**src/rtl/core/fdf_pkg.sv**
```systemverilog
// shared types, constants and defaults for the fall detector
package fdf_pkg;

  localparam int AVG_WINDOW_DEF = 5;
  localparam int QDEPTH         = 2;
  localparam int CFG_IDX_W      = 3;
  localparam int CFG_DATA_W     = 16;
  localparam int MAG_W          = 16;
  localparam int TS_W           = 32;
  localparam int SQ_W           = 32;
  localparam int ROOT_STEPS     = 16;

  localparam logic [MAG_W-1:0] MAG_MAX = 16'd56755;

  localparam logic [CFG_IDX_W-1:0] CFG_FREEFALL_LEVEL  = 3'd0;
  localparam logic [CFG_IDX_W-1:0] CFG_IMPACT_LEVEL    = 3'd1;
  localparam logic [CFG_IDX_W-1:0] CFG_RECOVERY_LEVEL  = 3'd2;
  localparam logic [CFG_IDX_W-1:0] CFG_FREEFALL_MAX_MS = 3'd3;
  localparam logic [CFG_IDX_W-1:0] CFG_SETTLE_MS       = 3'd4;
  localparam logic [CFG_IDX_W-1:0] CFG_CONFIRM_MS      = 3'd5;

  localparam logic [CFG_DATA_W-1:0] DEF_FREEFALL_LEVEL  = 16'd1229;
  localparam logic [CFG_DATA_W-1:0] DEF_IMPACT_LEVEL    = 16'd10240;
  localparam logic [CFG_DATA_W-1:0] DEF_RECOVERY_LEVEL  = 16'd3277;
  localparam logic [CFG_DATA_W-1:0] DEF_FREEFALL_MAX_MS = 16'd500;
  localparam logic [CFG_DATA_W-1:0] DEF_SETTLE_MS       = 16'd200;
  localparam logic [CFG_DATA_W-1:0] DEF_CONFIRM_MS      = 16'd3000;

  typedef enum logic [2:0] {
    PH_NORMAL    = 3'd0,
    PH_FREEFALL  = 3'd1,
    PH_IMPACT    = 3'd2,
    PH_POSSIBLE  = 3'd3,
    PH_CONFIRMED = 3'd4
  } phase_t;

  typedef enum logic [1:0] {
    FR_IDLE,
    FR_SQUARE,
    FR_ROOT,
    FR_PUSH
  } front_state_t;

  typedef enum logic [1:0] {
    BK_IDLE,
    BK_SUM,
    BK_DECIDE,
    BK_OUT
  } back_state_t;

  typedef struct packed {
    logic [MAG_W-1:0] mag;
    logic [TS_W-1:0]  now_ms;
  } sample_t;

  typedef struct packed {
    logic [CFG_DATA_W-1:0] freefall_level;
    logic [CFG_DATA_W-1:0] impact_level;
    logic [CFG_DATA_W-1:0] recovery_level;
    logic [CFG_DATA_W-1:0] freefall_max_ms;
    logic [CFG_DATA_W-1:0] settle_ms;
    logic [CFG_DATA_W-1:0] confirm_ms;
  } cfg_t;

endpackage

```
**src/rtl/core/fdf_front.sv**
```systemverilog
// front end: accepts samples, sums squares and takes the integer square root
module fdf_front (
  input  logic                     clk,
  input  logic                     rst_n,
  input  logic                     in_valid,
  output logic                     in_ready,
  input  logic signed [15:0]       accel_x,
  input  logic signed [15:0]       accel_y,
  input  logic signed [15:0]       accel_z,
  input  logic [fdf_pkg::TS_W-1:0] now_ms,
  output logic                     q_wvalid,
  input  logic                     q_wready,
  output fdf_pkg::sample_t         q_wdata
);

  fdf_pkg::front_state_t st_r, st_nxt;
  logic signed [15:0] ax_r, ay_r, az_r;
  logic [fdf_pkg::TS_W-1:0] now_r;
  logic [3:0] cnt_r, cnt_nxt;
  logic [fdf_pkg::SQ_W-1:0] acc_r, acc_nxt;
  logic [fdf_pkg::SQ_W-1:0] rad_r, rad_nxt;
  logic [16:0] rem_r, rem_nxt;
  logic [15:0] root_r, root_nxt;

  logic signed [15:0] sel;
  logic signed [31:0] sq;
  logic [18:0] rem_t;
  logic [18:0] trial;

  always_ff @(posedge clk) begin
    if (!rst_n) begin
      st_r <= fdf_pkg::FR_IDLE;
    end else begin
      st_r <= st_nxt;
    end
  end

  always_ff @(posedge clk) begin
    if (in_valid && in_ready) begin
      ax_r  <= accel_x;
      ay_r  <= accel_y;
      az_r  <= accel_z;
      now_r <= now_ms;
    end
    cnt_r  <= cnt_nxt;
    acc_r  <= acc_nxt;
    rad_r  <= rad_nxt;
    rem_r  <= rem_nxt;
    root_r <= root_nxt;
  end

  always_comb begin
    case (cnt_r[1:0])
      2'd0:    sel = ax_r;
      2'd1:    sel = ay_r;
      default: sel = az_r;
    endcase
    sq    = sel * sel;
    rem_t = {rem_r, rad_r[fdf_pkg::SQ_W-1 -: 2]};
    trial = {1'b0, root_r, 2'b01};
  end

  always_comb begin
    st_nxt   = st_r;
    cnt_nxt  = cnt_r;
    acc_nxt  = acc_r;
    rad_nxt  = rad_r;
    rem_nxt  = rem_r;
    root_nxt = root_r;
    in_ready = 1'b0;
    q_wvalid = 1'b0;
    case (st_r)
      fdf_pkg::FR_IDLE: begin
        in_ready = 1'b1;
        if (in_valid) begin
          st_nxt  = fdf_pkg::FR_SQUARE;
          cnt_nxt = 4'd0;
          acc_nxt = '0;
        end
      end
      fdf_pkg::FR_SQUARE: begin
        acc_nxt = acc_r + unsigned'(sq);
        cnt_nxt = cnt_r + 4'd1;
        if (cnt_r[1:0] == 2'd2) begin
          st_nxt   = fdf_pkg::FR_ROOT;
          cnt_nxt  = 4'd0;
          rad_nxt  = acc_r + unsigned'(sq);
          rem_nxt  = '0;
          root_nxt = '0;
        end
      end
      fdf_pkg::FR_ROOT: begin
        rad_nxt = {rad_r[fdf_pkg::SQ_W-3:0], 2'b00};
        if (rem_t >= trial) begin
          rem_nxt  = 17'(rem_t - trial);
          root_nxt = {root_r[14:0], 1'b1};
        end else begin
          rem_nxt  = 17'(rem_t);
          root_nxt = {root_r[14:0], 1'b0};
        end
        cnt_nxt = cnt_r + 4'd1;
        if (cnt_r == 4'(fdf_pkg::ROOT_STEPS - 1)) begin
          st_nxt = fdf_pkg::FR_PUSH;
        end
      end
      fdf_pkg::FR_PUSH: begin
        q_wvalid = 1'b1;
        if (q_wready) begin
          st_nxt = fdf_pkg::FR_IDLE;
        end
      end
      default: begin
        st_nxt = fdf_pkg::FR_IDLE;
      end
    endcase
  end

  assign q_wdata.mag    = root_r;
  assign q_wdata.now_ms = now_r;

endmodule

```
**src/rtl/core/fdf_queue.sv**
```systemverilog
// two-entry sample queue between front and back
module fdf_queue (
  input  logic             clk,
  input  logic             rst_n,
  input  logic             wvalid,
  output logic             wready,
  input  fdf_pkg::sample_t wdata,
  output logic             rvalid,
  input  logic             rready,
  output fdf_pkg::sample_t rdata
);

  localparam int PW = $clog2(fdf_pkg::QDEPTH);
  localparam int CW = $clog2(fdf_pkg::QDEPTH + 1);

  fdf_pkg::sample_t mem_r [fdf_pkg::QDEPTH];
  logic [PW-1:0] wp_r, rp_r;
  logic [CW-1:0] cnt_r;
  logic push, pop;

  assign wready = (cnt_r != CW'(fdf_pkg::QDEPTH));
  assign rvalid = (cnt_r != '0);
  assign push   = wvalid && wready;
  assign pop    = rvalid && rready;
  assign rdata  = mem_r[rp_r];

  always_ff @(posedge clk) begin
    if (push) begin
      mem_r[wp_r] <= wdata;
    end
  end

  always_ff @(posedge clk) begin
    if (!rst_n) begin
      wp_r  <= '0;
      rp_r  <= '0;
      cnt_r <= '0;
    end else begin
      if (push) begin
        wp_r <= (wp_r == PW'(fdf_pkg::QDEPTH - 1)) ? '0 : wp_r + 1'b1;
      end
      if (pop) begin
        rp_r <= (rp_r == PW'(fdf_pkg::QDEPTH - 1)) ? '0 : rp_r + 1'b1;
      end
      case ({push, pop})
        2'b10:   cnt_r <= cnt_r + 1'b1;
        2'b01:   cnt_r <= cnt_r - 1'b1;
        default: cnt_r <= cnt_r;
      endcase
    end
  end

endmodule

```
**src/rtl/core/fdf_back.sv**
```systemverilog
// back end: magnitude window, stillness sum, phase machine and result register
module fdf_back #(
  parameter int AVG_WINDOW = fdf_pkg::AVG_WINDOW_DEF
) (
  input  logic             clk,
  input  logic             rst_n,
  input  fdf_pkg::cfg_t    cfg,
  input  logic             q_rvalid,
  output logic             q_rready,
  input  fdf_pkg::sample_t q_rdata,
  output logic             out_tvalid,
  input  logic             out_tready,
  output logic [23:0]      out_tdata
);

  localparam int PW = (AVG_WINDOW > 1) ? $clog2(AVG_WINDOW) : 1;
  localparam int SW = fdf_pkg::MAG_W + $clog2(AVG_WINDOW + 1);

  fdf_pkg::back_state_t st_r, st_nxt;
  fdf_pkg::phase_t phase_r, phase_nxt;
  logic [fdf_pkg::MAG_W-1:0] win_r [AVG_WINDOW];
  logic [PW-1:0] wp_r, idx_r, idx_nxt;
  logic [SW-1:0] sum_r, sum_nxt;
  logic [fdf_pkg::MAG_W-1:0] mag_r;
  logic [fdf_pkg::TS_W-1:0] now_r, ffs_r, ffs_nxt, imp_r, imp_nxt;
  logic [23:0] tdata_r, tdata_nxt;
  logic tvalid_r, tvalid_nxt;
  logic pop;

  logic [fdf_pkg::TS_W-1:0] dt_ff, dt_imp;
  logic [SW-1:0] thr;

  assign pop        = q_rvalid && q_rready;
  assign q_rready   = (st_r == fdf_pkg::BK_IDLE);
  assign out_tvalid = tvalid_r;
  assign out_tdata  = tdata_r;

  always_ff @(posedge clk) begin
    if (!rst_n) begin
      st_r     <= fdf_pkg::BK_IDLE;
      phase_r  <= fdf_pkg::PH_NORMAL;
      ffs_r    <= '0;
      imp_r    <= '0;
      wp_r     <= '0;
      tvalid_r <= 1'b0;
      for (int i = 0; i < AVG_WINDOW; i++) begin
        win_r[i] <= '0;
      end
    end else begin
      st_r     <= st_nxt;
      phase_r  <= phase_nxt;
      ffs_r    <= ffs_nxt;
      imp_r    <= imp_nxt;
      tvalid_r <= tvalid_nxt;
      if (pop) begin
        win_r[wp_r] <= q_rdata.mag;
        wp_r <= (wp_r == PW'(AVG_WINDOW - 1)) ? '0 : wp_r + 1'b1;
      end
    end
  end

  always_ff @(posedge clk) begin
    if (pop) begin
      mag_r <= q_rdata.mag;
      now_r <= q_rdata.now_ms;
    end
    idx_r   <= idx_nxt;
    sum_r   <= sum_nxt;
    tdata_r <= tdata_nxt;
  end

  always_comb begin
    dt_ff  = now_r - ffs_r;
    dt_imp = now_r - imp_r;
    thr    = SW'(32'(cfg.freefall_level) * AVG_WINDOW);
  end

  always_comb begin
    st_nxt     = st_r;
    phase_nxt  = phase_r;
    ffs_nxt    = ffs_r;
    imp_nxt    = imp_r;
    idx_nxt    = idx_r;
    sum_nxt    = sum_r;
    tdata_nxt  = tdata_r;
    tvalid_nxt = tvalid_r;
    case (st_r)
      fdf_pkg::BK_IDLE: begin
        if (q_rvalid) begin
          st_nxt  = fdf_pkg::BK_SUM;
          idx_nxt = '0;
          sum_nxt = '0;
        end
      end
      fdf_pkg::BK_SUM: begin
        sum_nxt = sum_r + SW'(win_r[idx_r]);
        idx_nxt = idx_r + 1'b1;
        if (idx_r == PW'(AVG_WINDOW - 1)) begin
          st_nxt = fdf_pkg::BK_DECIDE;
        end
      end
      fdf_pkg::BK_DECIDE: begin
        case (phase_r)
          fdf_pkg::PH_FREEFALL: begin
            if (mag_r > cfg.impact_level) begin
              phase_nxt = fdf_pkg::PH_IMPACT;
              imp_nxt   = now_r;
            end else if (dt_ff > fdf_pkg::TS_W'(cfg.freefall_max_ms)) begin
              phase_nxt = fdf_pkg::PH_NORMAL;
            end
          end
          fdf_pkg::PH_IMPACT: begin
            if (dt_imp > fdf_pkg::TS_W'(cfg.settle_ms)) begin
              phase_nxt = (sum_r < thr) ? fdf_pkg::PH_POSSIBLE : fdf_pkg::PH_NORMAL;
            end
          end
          fdf_pkg::PH_POSSIBLE: begin
            if (dt_imp > fdf_pkg::TS_W'(cfg.confirm_ms)) begin
              phase_nxt = fdf_pkg::PH_CONFIRMED;
            end else if (mag_r > cfg.recovery_level) begin
              phase_nxt = fdf_pkg::PH_NORMAL;
            end
          end
          fdf_pkg::PH_CONFIRMED: begin
            phase_nxt = fdf_pkg::PH_CONFIRMED;
          end
          default: begin
            if (mag_r < cfg.freefall_level) begin
              phase_nxt = fdf_pkg::PH_FREEFALL;
              ffs_nxt   = now_r;
            end else begin
              phase_nxt = fdf_pkg::PH_NORMAL;
            end
          end
        endcase
        tdata_nxt  = {4'b0000, mag_r, phase_nxt,
                      (phase_nxt == fdf_pkg::PH_CONFIRMED)};
        tvalid_nxt = 1'b1;
        st_nxt     = fdf_pkg::BK_OUT;
      end
      fdf_pkg::BK_OUT: begin
        if (out_tready) begin
          tvalid_nxt = 1'b0;
          st_nxt     = fdf_pkg::BK_IDLE;
        end
      end
      default: begin
        st_nxt = fdf_pkg::BK_IDLE;
      end
    endcase
  end

endmodule

```
**src/rtl/core/fall_detector_fsm_top.sv**
```systemverilog
// fall detector top level: config registers, front end, queue and back end
// the front end takes no new beat until the last one has passed its shared squarer
// and 16-step root and has been pushed into the queue
// the back end sums the window, decides and waits on the output per beat, hidden by the queue
// reset: synchronous active-low rst_n clears phase, timestamps, window and config defaults
module fall_detector_fsm_top #(
  parameter int AVG_WINDOW = fdf_pkg::AVG_WINDOW_DEF
) (
  input  logic                             clk,
  input  logic                             rst_n,
  input  logic                             in_tvalid,
  output logic                             in_tready,
  input  logic [79:0]                      in_tdata,   // accel_x, accel_y, accel_z, now_ms
  output logic                             out_tvalid,
  input  logic                             out_tready,
  output logic [23:0]                      out_tdata,  // fall_confirmed, phase, magnitude
  input  logic                             cfg_we,
  input  logic [fdf_pkg::CFG_IDX_W-1:0]    cfg_index,
  input  logic [fdf_pkg::CFG_DATA_W-1:0]   cfg_wdata
);

  fdf_pkg::cfg_t cfg_r;
  logic q_wvalid, q_wready, q_rvalid, q_rready;
  fdf_pkg::sample_t q_wdata, q_rdata;

  always_ff @(posedge clk) begin
    if (!rst_n) begin
      cfg_r.freefall_level  <= fdf_pkg::DEF_FREEFALL_LEVEL;
      cfg_r.impact_level    <= fdf_pkg::DEF_IMPACT_LEVEL;
      cfg_r.recovery_level  <= fdf_pkg::DEF_RECOVERY_LEVEL;
      cfg_r.freefall_max_ms <= fdf_pkg::DEF_FREEFALL_MAX_MS;
      cfg_r.settle_ms       <= fdf_pkg::DEF_SETTLE_MS;
      cfg_r.confirm_ms      <= fdf_pkg::DEF_CONFIRM_MS;
    end else if (cfg_we) begin
      case (cfg_index)
        fdf_pkg::CFG_FREEFALL_LEVEL:  cfg_r.freefall_level  <= cfg_wdata;
        fdf_pkg::CFG_IMPACT_LEVEL:    cfg_r.impact_level    <= cfg_wdata;
        fdf_pkg::CFG_RECOVERY_LEVEL:  cfg_r.recovery_level  <= cfg_wdata;
        fdf_pkg::CFG_FREEFALL_MAX_MS: cfg_r.freefall_max_ms <= cfg_wdata;
        fdf_pkg::CFG_SETTLE_MS:       cfg_r.settle_ms       <= cfg_wdata;
        fdf_pkg::CFG_CONFIRM_MS:      cfg_r.confirm_ms      <= cfg_wdata;
        default:                      cfg_r <= cfg_r;
      endcase
    end
  end

  fdf_front u_front (
    .clk      (clk),
    .rst_n    (rst_n),
    .in_valid (in_tvalid),
    .in_ready (in_tready),
    .accel_x  (signed'(in_tdata[15:0])),
    .accel_y  (signed'(in_tdata[31:16])),
    .accel_z  (signed'(in_tdata[47:32])),
    .now_ms   (in_tdata[79:48]),
    .q_wvalid (q_wvalid),
    .q_wready (q_wready),
    .q_wdata  (q_wdata)
  );

  fdf_queue u_queue (
    .clk    (clk),
    .rst_n  (rst_n),
    .wvalid (q_wvalid),
    .wready (q_wready),
    .wdata  (q_wdata),
    .rvalid (q_rvalid),
    .rready (q_rready),
    .rdata  (q_rdata)
  );

  fdf_back #(
    .AVG_WINDOW (AVG_WINDOW)
  ) u_back (
    .clk        (clk),
    .rst_n      (rst_n),
    .cfg        (cfg_r),
    .q_rvalid   (q_rvalid),
    .q_rready   (q_rready),
    .q_rdata    (q_rdata),
    .out_tvalid (out_tvalid),
    .out_tready (out_tready),
    .out_tdata  (out_tdata)
  );

  a_confirm_flag: assert property (@(posedge clk) disable iff (!rst_n)
    out_tvalid |-> (out_tdata[0] == (out_tdata[3:1] == fdf_pkg::PH_CONFIRMED)))
    else $error("confirm flag disagrees with phase");

  a_mag_range: assert property (@(posedge clk) disable iff (!rst_n)
    out_tvalid |-> (out_tdata[19:4] <= fdf_pkg::MAG_MAX))
    else $error("magnitude above largest possible root");

  a_front_busy: assert property (@(posedge clk) disable iff (!rst_n)
    (in_tvalid && in_tready) |=> !in_tready)
    else $error("front end took a beat while still working");

endmodule
```
**config.mk**
```make
export PLATFORM = sky130hd
export DESIGN_NAME = fall_detector_fsm_top
export DESIGN_NICKNAME = d
export VERILOG_FILES = /design/src/rtl/core/fdf_pkg.sv /design/src/rtl/core/fdf_front.sv /design/src/rtl/core/fdf_queue.sv /design/src/rtl/core/fdf_back.sv /design/src/rtl/core/fall_detector_fsm_top.sv
export SDC_FILE = /design/constraint.sdc
export NUM_CORES = 2
export LEC_CHECK = 0
export BUFFER_PORTS_ARGS = -buffer_cell sky130_fd_sc_hd__buf_2
export CORE_MARGIN = 4
export CORE_UTILIZATION = 60
export CTS_CLUSTER_DIAMETER = 80
export DETAILED_ROUTE_END_ITERATION = 10
export PLACE_DENSITY = 0.8
export SLEW_MARGIN = 20
export SYNTH_ARGS = -nofsm -noshare
export SYNTH_HDL_FRONTEND = slang
export SYNTH_SLANG_ARGS = --single-unit
```
**constraint.sdc**
```tcl
create_clock -name clk -period 17.7 [get_ports clk]
set_input_delay 3.54 -clock clk [delete_from_list [all_inputs] [get_ports clk]]
set_output_delay 3.54 -clock clk [all_outputs]
set_load 0.01 [all_outputs]
```
# After elaboration in Yosys (flattened, before gate mapping)
# Memory sizes are Yosys's and may differ from the RTL's. A register that Yosys moved wholly into a read port is not among the register bits.
# Index checks and enable logic that the tools add are counted.
[word_totals]
regBits = 446
mem_bits_rw = 176
output_inout_bits = 26
wordCells = 173
n_memories = 2
[classes]
addsub = 12
n_mul = 2
order_cmp = 8
eq_ne = 31
mux = 56
bitwise_logic = 1
reduce_logical = 31
[memory_table]
columns = ["memory", "words", "width", "rd", "rd_clocked_by_memory_dff", "write_ports", "line", "text"]
rows = [
  ["u_queue.mem_r", 2, 48, 1, 1, 1, "fdf_queue.sv:16", "fdf_pkg::sample_t mem_r [fdf_pkg::QDEPTH];"],
  ["u_back.win_r", 5, 16, 1, 1, 5, "fdf_back.sv:21", "logic [fdf_pkg::MAG_W-1:0] win_r [AVG_WINDOW];"],
]
[op_table]
columns = ["cell", "n"]
rows = [
  ["$pmux W32 S2", 2],
  ["$gt A32 B16 Y1", 3],
  ["$mux W32", 2],
  ["$pmux W16 S2", 2],
  ["$sub A32 B32 Y32", 2],
  ["$pmux W19 S2", 1],
  ["$mux W17", 2],
  ["$pmux W17 S2", 1],
  ["$add A32 B32 Y32", 1],
  ["$gt A16 B16 Y1", 2],
  ["$mul A16 B16 Y32", 1],
  ["$mux W16", 2],
  ["$mux W3", 10],
  ["$reduce_and A2 Y1", 11],
  ["$add A19 B16 Y19", 1],
  ["$ge A19 B18 Y1", 1],
  ["$lt A19 B19 Y1", 1],
  ["$mul A16 B3 Y19 const B", 1],
  ["$mux W19", 1],
  ["$eq A3 B3 Y1 const B", 6],
  ["$sub A17 B17 Y17", 1],
  ["$lt A16 B16 Y1", 1],
  ["$mux W1", 16],
  ["$mux W2", 8],
  ["other kinds (29)", 62],
]

# Depth between registers and ports, before layout
[depth]
depth_word = 7
mapped_depth = 33
depth_no_buf = 31

# By module
# A second synthesis with hierarchy kept.
[hier_totals]
hier_cells = 4022
hier_area_um2 = 44410.1
[modules_own_cells]
columns = ["module", "n_inst", "cells_per_inst", "area_each_um2"]
rows = [
  ["fdf_back", 1, 1856, 19392.3],
  ["fdf_front", 1, 1641, 17656.9],
  ["fdf_queue", 1, 173, 3688.5],
  ["fall_detector_fsm_top", 1, 352, 3672.3],
]

# Least setup slack after synthesis
# Ideal clock, no wire load.
[synth_path]
path_type = "register to register"
startpoint = "reg u_front.cnt_r[0]"
endpoint = "reg u_front.rad_r[31] (netlist bit) (data pin)"
arrival_time_ps = 7384
slack_ps = 10051
path_stages_with_launch = 32
cell_sequence = "edfxtp_1 inv_1 ha_1 clkbuf_1 nor2_1 clkbuf_1 a21oi_1 clkinv_1 nand2_1 inv_1 fa_1 inv_1 fa_1 fa_1 inv_1 fa_1 fa_1 inv_1 fa_1 inv_1 ha_1 a21o_1 a21o_1 a21oi_1 o211a_1 o31a_1 o21ai_0 nand4_1 a31oi_1 a31o_2 xnor2_1 o21ai_0"
[synth_via]
elab_chain_cells = 6
elab_cells_between_ends = 7
[synth_lines]
columns = ["item", "line", "text"]
rows = [
  ["start, declared", "fdf_front.sv:19", "logic [3:0] cnt_r, cnt_nxt;"],
  ["start signal, assigned", "fdf_front.sv:45", "cnt_r <= cnt_nxt;"],
  ["$eq A2 B1 Y1 or $logic_not A2 Y1 (tied branches)", "fdf_front.sv:53", "case (cnt_r[1:0])"],
  ["$pmux W16 S2 (*)", "fdf_front.sv:53", ""],
  ["$mul A16 B16 Y32 (*)", "fdf_front.sv:58", "sq = sel * sel;"],
  ["$add A32 B32 Y32 (*)", "fdf_front.sv:87", "rad_nxt = acc_r + unsigned'(sq);"],
  ["$mux W32 (*)", "fdf_front.sv:84", "if (cnt_r[1:0] == 2'd2) begin"],
  ["$pmux W32 S2 (*)", "fdf_front.sv:72", "case (st_r)"],
  ["named net u_front.rad_nxt, one bit", "fdf_front.sv:21", "logic [fdf_pkg::SQ_W-1:0] rad_r, rad_nxt;"],
  ["end signal, assigned", "fdf_front.sv:47", "rad_r <= rad_nxt;"],
  ["end, declared", "fdf_front.sv:21", ""],
]
# The timed path passes the listed nets; every way through them passes the cells marked *. The select of a mux whose other input is x is not followed.
# A chain may end at the register's enable or synchronous reset.

# Final worst setup path
# Same ends and word-level chain as after synthesis.

==> results.yml <==
status:
  outcome: "completed"
layout:
  utilization_pct: 66.14
  multi_input_area_um2: 22070
  regArea_um2: 18450
  syn_to_final_growth_pct: 9.311
  final_common_cell: "inv_1"
  drive_above_1_share_pct: 9.555
  fin_nets: 4830
  n_fill_cell: 5239
  insertedDiodeCount: 0
  mostFrequentLayoutCells: "586 x inv_1, 495 x edfxtp_1, 368 x nand2_1"
  post-route-cell-area_um2: 47200
synthesis:
  yosys_warnings: 0
  ys_seq_area_share_pct: 42.73
  synth_top_area_share_pct: 34.43
  ys_async_sr_fraction_pct: 0
  synth.area.top_cells: "edfxtp_1 34%, fa_1 13%, ha_1 10%"
  syn-instance-count: 3982
  synth-edff-count: 495
  syn-cell-area_um2: 43180
  ys.flop_type: "edfxtp_1"
  synth_top_cell_by_area: "edfxtp_1"
  synthDistinctLibCells: 96
  synth_area_per_cell_um2: 10.84
  synth-seq-cells: 674
global_route:
  grt_max_degree: 100
  gr-usage-met3_pct: 3.555
  grt_pass1_wl_mm: 158.1
  grt_use_met1_pct: 32.55
  grt_antenna_before_repair: 1
  grt_pass1_vias: 30490
  busiest_layer: "met2"
  grt_util_all_layers_pct: 25.51
  overflow: 0
  grtUsageMet2_pct: 43.69
clock_tree:
  tritoncts: "done"
  root_buffer: "clkbuf_16"
  cts_buffer_depth: 3
  numCtsBuffers: 73
  cts.sinks: 674
  htreeDepth: 3
  path_clk_slew_ns: 0.06
  ctsHoldBuffers: 0
  ctsResizeCount: 0
  cts_setup_buffers: 0
  clock_latency_ns: 0.63
placed_design:
  io_buffers: 125
  post-dp-hpwl_mm: 71.41
  gp_congestion: 0.9232
  place_worst_setup_slack_ns: 8.843
  place_area_um2: 44730
sta:
  hold_viol: 0
  slew_headroom_pct: 32.72
  post-route-period-util_pct: 51.04
  finalWorstSetupSlack_ns: 8.666
  max_slew.worst_pin.slew_ns: 1.009
  max_freq_mhz: 110.7
  setup_violations: 0
  fin_skew_ns: 0.02422
  tns_ns: 0
  min_period_ns: 9.034
  rsz0062_at_grt: "no"
  slew_viol_final: 0
worst_setup_path:
  crit_buf_inv: 8
  cp-end-kind: "flop"
  cp.required_ns: 18.03
  critPathMaxStageDelay_ns: 0.75
  cp_slowest_cell: "a21oi_1"
  path_delay_family: "adder cells"
  worst-setup-path-type: "reg2reg"
  cp.arrival_ns: 9.36
  critPathMaxFanout: 18
  start_kind: "flop"
drt:
  post-route-drc-count: 0
  viasPerCell: 5.803
  vias: 29620
  drtIter0Drc: 2303
  detail-route-antenna-nets: 0
  routedWlPerCell_um: 19.08
  first_pass_iters: 5
  drt_wl_total_mm: 97.39
floorplanning:
  die_x_um: 276.3
  initial_core_util_pct: 60.50
  die_h_um: 276.3
  row_count: 98
  die-area_um2: 76320
  core_um2: 71360
  io_pins: 130
run:
  max_cap_violations: 0
min_path:
  hold_path_class: "reg2reg"
## final cells by class
type,count,area share (%)
flip-flops and latches,674,39.09
clock inverters,48,1.105
inverters,594,4.732
clock buffers,87,4.114
repair buffers,147,1.683
multi-input cells,2605,46.76
well taps,950,2.518
## synthesized netlist by cell type, drive strengths merged (14+ instances only)
master,instances
nor2,353
ha,361
buf,20
o211ai,44
dfxtp,179
a21oi,221
o21bai,14
a22o,19
edfxtp,495
mux2,53
nand4,37
and3,14
nor2b,46
a21boi,18
o21ai,123
and2,32
a211oi,18
nand2b,29
xnor2,75
xor2,52
o21a,21
fa,270
nor3,38
nand3,36
inv,589
nand2,368
a21o,81
mux4,32
clkbuf,92
mux2i,102
## metrics by stage
stage                     hold WS [ns]  instances
after floorplan                 0.4215       3985
after detailed placement        0.4313       4970
after global placement          0.4229       4970
final                           0.4447       5105
after CTS                       0.4389       5105
after global routing            0.4581       5105
## registers in the layout (all words and copies together), names as in the netlist, 17 cells and up, named ones only
signal and count:
cfg_r 96, u_back.ffs_r 32, u_back.imp_r 32, u_back.now_r 32, u_back.out_tdata 20, u_back.sum_r 19, u_back.win_r 128, u_front.acc_r 32
u_front.now_r 32, u_front.rad_r 32, u_front.rem_r 17, u_queue.mem_r 96
## metal layers
layer | part of all wire [%] | wire, µm | up-vias
met1 | 40 | 38900 | 14480
met5 | 0 | 0 | -
met4 | 4.6 | 4490 | 0
li1 | - | - | 13810
met2 | 49 | 47970 | 1067
met3 | 6.2 | 6031 | 265
## logic make-up (layout without fill, tap and decap cells)
family / Yosys count / after routing / synth area share [%]
AOI/OAI and AO/OA: 645 / 645 / 9.583
xor gates and xnor gates: 127 / 127 / 2.576
adders and majority gates: 631 / 631 / 22.98
buffers and inverters: 706 / 876 / 6.262
DFF: 674 / 674 / 42.73
muxes: 187 / 187 / 5.416
other: 1 / 4 / 0.008685
and+or+nand+nor: 1011 / 1011 / 10.45
## worst paths after layout
kind                     start                    to  slack, ns  cells after the start
max           u_front.cnt_r[0]     u_front.rad_r[31]       8.67                     30
min          u_front.now_r[27]  u_queue.mem_r[0][27]       0.44                      0
max reg2reg   u_front.cnt_r[0]     u_front.rad_r[31]       8.67                     30
min reg2reg  u_front.now_r[27]  u_queue.mem_r[0][27]       0.44                      0
Power is not shown: default switching activity piles up to over one toggle a cycle in this logic, so the estimate is an artifact.
